[src/rtl/core/kbl_pkg.sv]
// ----------------------------------------------------------------------------
// kbl_pkg: shared types for the k-bucket LRU update core
// Contact entry layout, cell control and status groups, result action codes.
// ----------------------------------------------------------------------------
package kbl_pkg;

  localparam int unsigned IdWidth   = 256;
  localparam int unsigned AddrWidth = 48;
  localparam int unsigned OccWidth  = 5;
  localparam int unsigned TdataWidth = 312;

  // One contact: 256-bit id (word 0 in the low bits) and its address
  typedef struct packed {
    logic [AddrWidth-1:0] addr;
    logic [IdWidth-1:0]   id;
  } kbl_entry_t;

  // Control from the sequencer to one cell
  typedef struct packed {
    logic live;   // cell holds a contact (index below fill count)
    logic shift;  // take the neighbor's contact this cycle
  } kbl_cell_ctl_t;

  // Registered compare flags from one cell
  typedef struct packed {
    logic id_hit;    // id matches
    logic full_hit;  // id and address match
  } kbl_cell_sts_t;

  // Result action codes
  typedef enum logic [2:0] {
    ACT_MOVED     = 3'd0,
    ACT_INSERTED  = 3'd1,
    ACT_DISCARDED = 3'd2,
    ACT_EVICTED   = 3'd3,
    ACT_FOUND     = 3'd4,
    ACT_NOT_FOUND = 3'd5
  } kbl_action_e;

endpackage

[src/rtl/core/kbl_cell.sv]
// ----------------------------------------------------------------------------
// kbl_cell: one slot of the contact list
// Holds one contact, compares it against the incoming key and hands its
// contact to the next slot toward the tail when the list shifts.
// ----------------------------------------------------------------------------
module kbl_cell
  import kbl_pkg::*;
(
  input  logic          clk_i,
  input  logic          rst_ni,
  input  logic          cap_i,
  input  kbl_entry_t    cmp_key_i,
  input  kbl_cell_ctl_t ctl_i,
  input  kbl_entry_t    prev_i,
  output kbl_entry_t    entry_o,
  output kbl_cell_sts_t sts_o
);

  kbl_entry_t    entry_q;
  kbl_cell_sts_t sts_q;
  logic          id_eq;

  assign id_eq = ctl_i.live && (entry_q.id == cmp_key_i.id);

  // Capture compare flags when a transaction is taken
  always_ff @(posedge clk_i or negedge rst_ni) begin
    if (!rst_ni) begin
      sts_q <= '0;
    end else if (cap_i) begin
      sts_q.id_hit   <= id_eq;
      sts_q.full_hit <= id_eq && (entry_q.addr == cmp_key_i.addr);
    end
  end

  // Advance the neighbor's contact into this slot
  always_ff @(posedge clk_i) begin
    if (ctl_i.shift) begin
      entry_q <= prev_i;
    end
  end

  assign entry_o = entry_q;
  assign sts_o   = sts_q;

endmodule
[config.mk]
export PLATFORM = sky130hd
export DESIGN_NAME = kbl_cell
export DESIGN_NICKNAME = d
export VERILOG_FILES = /design/src/rtl/core/kbl_pkg.sv /design/src/rtl/core/kbl_cell.sv
export SDC_FILE = /design/constraint.sdc
export NUM_CORES = 1
export LEC_CHECK = 0
export BUFFER_PORTS_ARGS = -buffer_cell sky130_fd_sc_hd__buf_4
export CORE_AREA = 2 2 362 364
export DETAILED_ROUTE_END_ITERATION = 8
export DIE_AREA = 0 0 364 366
export GPL_ROUTABILITY_DRIVEN = 0
export PLACE_DENSITY = 0.3
export SLEW_MARGIN = 40
export SYNTH_ARGS = -nofsm -noshare
export SYNTH_HDL_FRONTEND = slang
export SYNTH_SLANG_ARGS = --single-unit
[constraint.sdc]
create_clock -name clk_i -period 2.5 [get_ports clk_i]
set_input_delay 0.5 -clock clk_i [delete_from_list [all_inputs] [get_ports clk_i]]
set_output_delay 0.5 -clock clk_i [all_outputs]
set_load 0.1 [all_outputs]
==> results of run 1 <==
## stage by stage
| step | hold slack, ps | worst slack [ps] |
|---|---|---|
| final | 73.8 | -193 |
| after global routing | 15.6 | -260 |
| after detailed placement | 290 | -833 |
| after floorplan | 204 | 1.28 |
| after global placement | 289 | -2530 |
| after CTS | 0.0251 | -314 |
## state kept, by name (all words and copies together) (netlist names)
signal and count:
sts_o 2, entry_o 304
## cell families after synthesis
family,synth area share
AO/OA/AOI/OAI,0.0687
AND/OR/NAND/NOR,0.0826
XOR/XNOR,0.118
flip-flops,0.702
buffers and inverters,0.0290
## cell usage in the layout (no fill, tap or decap), types with 2 or more instances in the layout
master	n
a2111o_1	14
a2111oi_0	4
a2111oi_1	3
a2111oi_2	5
a2111oi_4	4
a22o_1	12
and2b_1	2
buf_12	9
buf_4	1013
bufinv_16	9
clkbuf_1	10
clkbuf_16	45
clkinv_1	6
clkinv_2	9
dfrtp_1	2
diode_2	8
dlygate4sd3_1	58
edfxtp_1	304
inv_1	100
inv_6	3
nand2_1	3
nand2b_1	19
nand3_1	2
nand4_1	43
nor2b_1	58
nor2b_4	2
nor3_1	2
nor4_1	26
nor4_2	7
o2111ai_1	7
o22ai_1	36
o22ai_2	2
o2bb2ai_1	11
xnor2_1	126
xor2_1	49
## final timing paths
kind / start / end / cells after the start
setup / recovery: entry_o[152]$_DFFE_PP_ / sts_o[0]$_DFFE_PN0P_ / 9
hold / removal: prev_i[28] / entry_o[28]$_DFFE_PP_ / 1
setup reg to reg: entry_o[152]$_DFFE_PP_ / sts_o[0]$_DFFE_PN0P_ / 9
hold reg to reg: sts_o[1]$_DFFE_PN0P_ / sts_o[1]$_DFFE_PN0P_ / 2
max in group asynchronous: rst_ni / sts_o[0]$_DFFE_PN0P_ / 2
min in group asynchronous: rst_ni / sts_o[1]$_DFFE_PN0P_ / 2
## synth_stat cells (2+ instances only)
library cell / n / area, µm²
edfxtp_1: 304 / 9130
xnor2_1: 127 / 1110
inv_1: 100 / 375
nor2b_1: 59 / 369
xor2_1: 49 / 429
nand4_1: 43 / 269
o22ai_1: 37 / 231
nor4_1: 33 / 206
nand2b_1: 20 / 125
a2111o_1: 15 / 169
a2111oi_0: 13 / 114
a22o_1: 12 / 105
o2bb2ai_1: 12 / 105
o2111ai_1: 7 / 61.3
a2111oi_2: 3 / 45.0
nand2_1: 3 / 11.3
nor3_1: 3 / 15.0
and2b_1: 2 / 15.0
dfrtp_1: 2 / 50.1
nand3_1: 2 / 10.0
nor2b_4: 2 / 27.5
## repair_timing
action                                 in CTS  in global routing
setup endpoints to repair                   2                  2
endpoints found under the hold margin      59                  0
resized for setup                          12                  9
hold buffers                               58                  0
pin swaps                                   4                  5
## routing by layer
layer  up-vias  GRT usage
met4         6     0.0392
met1      6006      0.173
met3       104     0.0406
li1       5523          -
met5         -          0
met2       580      0.260
## area by class of cell
cell class	instances	area share
antenna	8	0.000789
clock buffer	55	0.0458
clock inverter	27	0.0145
inverter	101	0.0150
multi-input combinational	454	0.146
sequential	306	0.362
tap	1742	0.0859
timing repair buffer	1081	0.330
## power breakdown
part           switching [mW]  total (mW)  internal, mW
sequential              0.412        6.53          6.12
clock                    2.67        6.90          4.23
combinational            4.12        5.79          1.67
==> flow_summary.json, run 1 <==
{
  "grt_max_degree": 95,
  "seq_area_frac_synth": 0.702,
  "synth_nets": 1474,
  "ys_ff_latch": 306,
  "path_cells": "xnor2_2 -> nand4_1 -> nor4_4 -> buf_4 -> nand4_1 -> nor4_2 -> buf_4 -> nand4_1 -> o22ai_2",
  "syn_area_um2": 13100,
  "ys_types": 34,
  "crit_type": "reg -> reg",
  "violations": "negative setup slack",
  "period_share": 1.08,
  "required_ps": 3010,
  "drt-wirelength-per-cell_um": 27.0,
  "path_delay_family": "simple AND/OR/NAND/NOR gates",
  "slowest_stage": "edfxtp_1",
  "start_kind": "flip-flop",
  "initial_core_util": 0.101,
  "core_area_um2": 129000,
  "irDropWorstVdd_v": 0.000427,
  "drt_iter0_drc": 561,
  "multi_input_area_um2": 3710,
  "die_y_um": 366,
  "antenna_found_initial": 31,
  "io_buffers": 918,
  "placed_cell_area_um2": 23100,
  "hpwl_um": 89500,
  "rows": 132,
  "regToRegSetupSlack_ps": -190,
  "timing.fmax_mhz": 371,
  "die_area_um2": 133000,
  "cts_buffer_depth": 3,
  "cts_setup_buffers": 0,
  "clock_skew_ps": 13.1,
  "status": "complete, but fails checks",
  "relSlewSlack": 0.419,
  "die_w_um": 364,
  "grt.overflow.total": 0,
  "layout-drive-gt1-share": 0.553,
  "finalSetupViolations": 2,
  "synth_async_sr_flop_share": 0.00654,
  "yosysWarnings": 0,
  "hold_viol_final": 0,
  "synth_ff_type": "edfxtp_1",
  "nets": 2601,
  "clk_latency_ps": 600,
  "synth_edf_count": 304,
  "final_antenna_net_count": 0,
  "cp_num_buf_inv": 2,
  "final_util": 0.197,
  "grt_pass1_wl_um": 129000,
  "finalPower_mw": 19.2,
  "cts_sinks": 306,
  "top_layer": "met5",
  "fin_ws_ps": -193,
  "worstPathMaxFanout": 2,
  "slew_violations": 0,
  "route.detailed.drc": 0,
  "clk_pin_slew_worst_paths_ps": 60,
  "grt_pass1_vias": 13500,
  "cts-buffers-inserted": 44,
  "io_pins": 919,
  "worst_setup_path_end_kind": "flip-flop",
  "crit_arrival_ps": 3200,
  "num-fill-cells": 14200,
  "cpPeakStageDelay_ps": 420,
  "met1_length_um": 41100,
  "seqCellArea_um2": 9180,
  "via_per_inst": 3.24,
  "rsz0062_at_grt": "yes",
  "instances_no_fill": 3774,
  "first_pass_iters": 5,
  "power.density_nw_per_um2": 757,
  "placed_cells": 3626,
  "tightestPinTransition_ps": 871,
  "avgSynthCellArea_um2": 15.2,
  "htreeDepth": 2,
  "cts_tree": "yes",
  "final_cell_area_um2": 25400,
  "path_common_cell": "nand4_1",
  "power.leakage_nw": 10.5,
  "syn_to_final_growth_pct": 94.1,
  "dr_wl_met2_um": 51600,
  "synthCells": 861,
  "drt-total-wl_um": 102000,
  "finalSetupTns_ps": -381,
  "fin_crit_ps": 2690,
  "route.met3.wl_um": 7200,
  "root_buffer": "clkbuf_16",
  "via_count": 12200,
  "grt_usage": 0.147,
  "max_cap_violations": 0,
  "hp-class": "in -> reg"
}
No activity file was read; power rests on OpenSTA's default activity.
==> run 2, diff against run 1 <==
- CORE_AREA: 2 2 362 364 -> 2 2 358 360
- CTS_BUF_LIST: default -> sky130_fd_sc_hd__clkbuf_4
- DIE_AREA: 0 0 364 366 -> 0 0 360 362
==> flow_summary.json, run 2 (same netlist as run 1, synthesis figures left out) <==
{
  "die_y_um": 362,
  "place_ws_ps": -940,
  "tightestPinTransition_ps": 709,
  "drt-wirelength-per-cell_um": 26.0,
  "finalSetupViolations": 2,
  "hpwl_um": 91700,
  "path_common_cell": "nand4_1",
  "final_antenna_net_count": 0,
  "worstPathMaxFanout": 2,
  "root_buffer": "clkbuf_4",
  "die_w_um": 360,
  "cpPeakStageDelay_ps": 470,
  "io_pins": 919,
  "clock_skew_ps": 51.0,
  "reg2reg_depth": 8,
  "start_kind": "flip-flop",
  "io_buffers": 918,
  "drt-total-wl_um": 106000,
  "layout_commonest_cell": "buf_4",
  "die_area_um2": 130000,
  "hp-start": "cmp_key_i[294]",
  "irDropWorstVdd_v": 0.000291,
  "timing.fmax_mhz": 377,
  "path_delay_family": "simple AND/OR/NAND/NOR gates",
  "fin_crit_ps": 2650,
  "antenna_found_initial": 46,
  "nets": 2964,
  "regToRegSetupSlack_ps": -150,
  "rows": 131,
  "cts_tree": "yes",
  "worst_setup_path_end_kind": "flip-flop",
  "relSlewSlack": 0.528,
  "slowest_stage": "edfxtp_1",
  "rsz0062_at_grt": "yes",
  "clk_pin_slew_worst_paths_ps": 60,
  "max_cap_violations": 0,
  "status": "complete, but fails checks",
  "fin_ws_ps": -153,
  "placed_cells": 3532,
  "grt.overflow.total": 0,
  "path_cells": "xnor2_2 -> nand4_1 -> nor4_4 -> buf_4 -> nand4_1 -> nor4_1 -> nand4_1 -> o21ai_1",
  "cp_num_buf_inv": 1,
  "power.leakage_nw": 11.9,
  "grt_pass1_vias": 15500,
  "hp-class": "in -> reg",
  "seqCellArea_um2": 9180,
  "via_count": 13900,
  "syn_to_final_growth_pct": 116,
  "crit_arrival_ps": 3570,
  "rr_startpoint": "entry_o[12]$_DFFE_PP_",
  "grt_max_degree": 60,
  "instances_no_fill": 4090,
  "required_ps": 3420,
  "reg2reg_to": "sts_o[1]$_DFFE_PN0P_",
  "multi_input_area_um2": 3700,
  "largest_register_ffs": 304,
  "holdWs_ps": 176,
  "drt_iter0_drc": 558,
  "slew_violations": 0,
  "clk_latency_ps": 1040,
  "min_to": "sts_o[0]$_DFFE_PN0P_",
  "first_pass_iters": 5,
  "via_per_inst": 3.41,
  "num-fill-cells": 13900,
  "power.density_nw_per_um2": 644,
  "period_share": 1.06,
  "whs_path_depth": 7,
  "grt_pass1_wl_um": 137000,
  "cts_buffer_depth": 3,
  "finalSetupTns_ps": -302,
  "layout-drive-gt1-share": 0.504,
  "htreeDepth": 3,
  "core_area_um2": 127000,
  "route.detailed.drc": 0,
  "final_cell_mix": "959 x buf_4, 347 x dlygate4sd3_1, 304 x edfxtp_1",
  "cts_sinks": 306,
  "final_util": 0.223,
  "violations": "negative setup slack",
  "hold_viol_final": 0,
  "initial_core_util": 0.103,
  "crit_type": "reg -> reg",
  "cts-buffers-inserted": 106,
  "grt_usage": 0.158
}
==> run 2: cell types whose count changed in the layout (fill, tap and decap cells not counted), moves of 9 or more <==
cell           change
dlygate4sd3_1    +289
clkbuf_4         +144
buf_6             +55
buf_4             -54
clkbuf_16         -45
clkinv_1          +15
clkbuf_1          -10
bufinv_16          -9
==> run 2: how the worst max path moves through the flow <==
stage / slack [ps] / depth (start not counted) / to / start
2_1_floorplan: 1 / 7 / sts_o[0]$_DFFE_PN0P_ / entry_o[80]$_DFFE_PP_
3_3_place_gp: -2650 / 8 / sts_o[1]$_DFFE_PN0P_ / cmp_key_i[151]
3_5_place_dp: -940 / 9 / sts_o[1]$_DFFE_PN0P_ / cmp_key_i[151]
4_1_cts: -350 / 8 / sts_o[1]$_DFFE_PN0P_ / entry_o[79]$_DFFE_PP_
5_1_grt: -380 / 8 / sts_o[1]$_DFFE_PN0P_ / entry_o[12]$_DFFE_PP_
6_report: -150 / 8 / sts_o[1]$_DFFE_PN0P_ / entry_o[12]$_DFFE_PP_
==> run 2: timing repair <==
item                                    in CTS  in global routing
hold buffers                               347                  0
buffers inserted                            26                  2
endpoints found under the hold margin      469                  0
pin swaps                                   10                  2
endpoints found under the setup margin      62                  3
resized for setup                           95                  3
==> run 2: worst min-delay path, cell delays in order <==
cell and delay [ps]:
buf_4 80, xnor2_1 60, nand4_1 70, nor4_1 70, nand3_1 130, buf_4 150, o22ai_2 60
==> run 2: area by class of cell <==
cell class / instances / share of cell area
Tap cell: 1662 / 0.0735
Antenna cell: 9 / 0.000796
Timing Repair Buffer: 1382 / 0.413
Clock inverter: 32 / 0.00531
Sequential cell: 306 / 0.325
Clock buffer: 144 / 0.0382
Inverter: 101 / 0.0134
Multi-Input combinational cell: 454 / 0.131
==> run 2: through the flow <==
stage / cell area, µm² / power, mW
after floorplan: 13100 / 9.87
final: 28300 / 18.2
after CTS: 28200 / 18.7
after detailed placement: 22900 / 12.4
after global routing: 28300 / 19.1
after global placement: 22800 / 12.4
==> run 2: metal layers <==
layer  vias up  part of all wire  GRT usage
met4        20             0.024     0.0503
met5         -            0.0010          0
met2       702              0.49      0.272
met3       156             0.072     0.0460
li1       6319                 -          -
met1      6738              0.41      0.188
==> run 2: report_power, final <==
part | switching (mW) | total (mW) | internal (mW)
Clock | 2.72 | 5.36 | 2.64
Combinational | 4.27 | 6.33 | 2.06
Sequential | 0.412 | 6.54 | 6.12
==> run 3, diff against run 2 <==
- BUFFER_PORTS_ARGS: -buffer_cell sky130_fd_sc_hd__buf_4 -> default
- CORE_AREA: 2 2 358 360 -> 2 2 359 361
- DIE_AREA: 0 0 360 362 -> 0 0 361 363
- DONT_BUFFER_PORTS: default -> 1
==> flow_summary.json, run 3 (same netlist as run 1, synthesis figures left out) <==
{
  "status": "complete, but fails checks",
  "violations": "negative hold slack, negative setup slack",
  "core_area_um2": 127000,
  "drt_iter0_drc": 630,
  "die_w_um": 361,
  "rows": 131,
  "largest_register_ffs": 304,
  "root_buffer": "clkbuf_4",
  "nets": 2555,
  "clock_skew_ps": 70.6,
  "required_ps": 3390,
  "grt_pass1_wl_um": 132000,
  "slowest_stage": "a2111oi_0",
  "path_cells": "nand2b_1 -> buf_12 -> o2111ai_1 -> a2111oi_0 -> nand4_1 -> buf_4 -> nor4_4 -> nand4_1 -> o21ai_1",
  "slew_violations": 0,
  "power.density_nw_per_um2": 692,
  "syn_to_final_growth_pct": 98.5,
  "grt.overflow.total": 0,
  "seqCellArea_um2": 9180,
  "hp-start": "ctl_i[0]",
  "worst_setup_path_end_kind": "flip-flop",
  "holdWs_ps": -367,
  "path_delay_family": "compound AO/OA/AOI/OAI gates",
  "tightestPinTransition_ps": 875,
  "max_cap_violations": 0,
  "layout-drive-gt1-share": 0.308,
  "relSlewSlack": 0.416,
  "hp-class": "in -> reg",
  "via_per_inst": 3.42,
  "worstPathMaxFanout": 2,
  "endpoint": "sts_o[1]$_DFFE_PN0P_",
  "cts.hold.buffers_added": 556,
  "io_buffers": 0,
  "period_share": 1.01,
  "placed_cell_area_um2": 18200,
  "drt-total-wl_um": 105000,
  "hpwl_um": 87000,
  "regToRegSetupSlack_ps": -30,
  "clk_pin_slew_worst_paths_ps": 70,
  "num-fill-cells": 13700,
  "hold_viol_final": 96,
  "start_kind": "flip-flop",
  "htreeDepth": 3,
  "cts_tree": "yes",
  "grt_pass1_vias": 13900,
  "startpoint": "entry_o[225]$_DFFE_PP_",
  "crit_type": "reg -> reg",
  "fin_ws_ps": -29.2,
  "cts_sinks": 306,
  "final_util": 0.204,
  "io_pins": 919,
  "crit_arrival_ps": 3420,
  "grt_max_degree": 305,
  "first_pass_iters": 5,
  "final_cell_mix": "556 x dlygate4sd3_1, 336 x buf_4, 304 x edfxtp_1",
  "clk_latency_ps": 990,
  "cp_num_buf_inv": 2,
  "multi_input_area_um2": 3800,
  "rr_startpoint": "entry_o[225]$_DFFE_PP_",
  "cp.depth": 9,
  "via_count": 12600,
  "reg2reg_to": "sts_o[1]$_DFFE_PN0P_",
  "grt_usage": 0.155,
  "initial_core_util": 0.103,
  "final_cell_area_um2": 26000,
  "rsz0062_at_grt": "yes",
  "finalPower_mw": 18.0,
  "layout_commonest_cell": "dlygate4sd3_1",
  "cts-buffers-inserted": 104,
  "power.leakage_nw": 9.85,
  "timing.fmax_mhz": 395,
  "cpPeakStageDelay_ps": 670,
  "die_area_um2": 131000,
  "final_antenna_net_count": 0,
  "fin_crit_ps": 2530,
  "drt-wirelength-per-cell_um": 28.5,
  "finalSetupViolations": 2,
  "cts_buffer_depth": 3,
  "die_y_um": 363,
  "reg2reg_depth": 9,
  "path_common_cell": "nand4_1",
  "irDropWorstVdd_v": 0.000342,
  "finalSetupTns_ps": -51.5,
  "route.detailed.drc": 0,
  "antenna_found_initial": 47
}
## run 3: cell types whose count changed in the layout (fill, tap and decap cells not counted), sizes merged
cell         previous run  this run
bufinv                  0         2
clkbuf                144       143
buf                  1035       419
clkinv                 29        31
dlygate4sd3           347       556
diode                   9        11
clkinvlp                1         2
## run 3: worst register-to-register path: stages, from the launching register on
cell and delay, ps:
edfxtp_1 390, nand2b_1 150, buf_12 130, o2111ai_1 140, a2111oi_0 670, nand4_1 220, buf_4 200, nor4_4 220
nand4_1 220, o21ai_1 130
## run 3: through the flow
| step | std cells | worst slack (ps) |
|---|---|---|
| 3_3_place_gp | 2909 | -1420 |
| 5_1_grt | 3684 | -129 |
| 2_1_floorplan | 861 | 1.28 |
| 3_5_place_dp | 2911 | -459 |
| 4_1_cts | 3675 | -82.3 |
| 6_report | 3689 | -29.2 |
## run 3: routing by layer
metal	global-route usage	share of wire	wire length, µm
met5	0	0.00085	89
met4	0.0396	0.026	2740
met3	0.0546	0.077	8070
met2	0.267	0.49	51500
met1	0.182	0.41	42900
## run 3: timing repair
item,4_1_cts,5_1_grt
setup buffers,29,3
pin swaps,15,7
endpoints found under the setup margin,73,3
gates resized for setup,128,11
endpoints found under the hold margin,612,304
## run 3: power by group
group	internal (mW)	switching, mW	total [mW]	leakage, nW
Sequential	6.12	0.417	6.54	3.00
Combinational	1.70	4.02	5.72	6.07
Clock	2.86	2.84	5.70	0.776
## run 3: cell type report
| class | instances | area share |
|---|---|---|
| clock inverters | 37 | 0.00916 |
| flip-flops and latches | 306 | 0.354 |
| diodes | 11 | 0.00106 |
| multi-input cells | 454 | 0.147 |
| repair buffers | 975 | 0.353 |
| inverters | 101 | 0.0148 |
| clock buffers | 143 | 0.0414 |
| well taps | 1662 | 0.0801 |
## run 3: worst min-delay path by stage
stage | to | cells past startpoint
3_3_place_gp | sts_o[0]$_DFFE_PN0P_ | 0
6_report | entry_o[244]$_DFFE_PP_ | 0
5_1_grt | entry_o[105]$_DFFE_PP_ | 0
3_5_place_dp | sts_o[0]$_DFFE_PN0P_ | 0
2_1_floorplan | sts_o[0]$_DFFE_PN0P_ | 0
4_1_cts | entry_o[244]$_DFFE_PP_ | 0
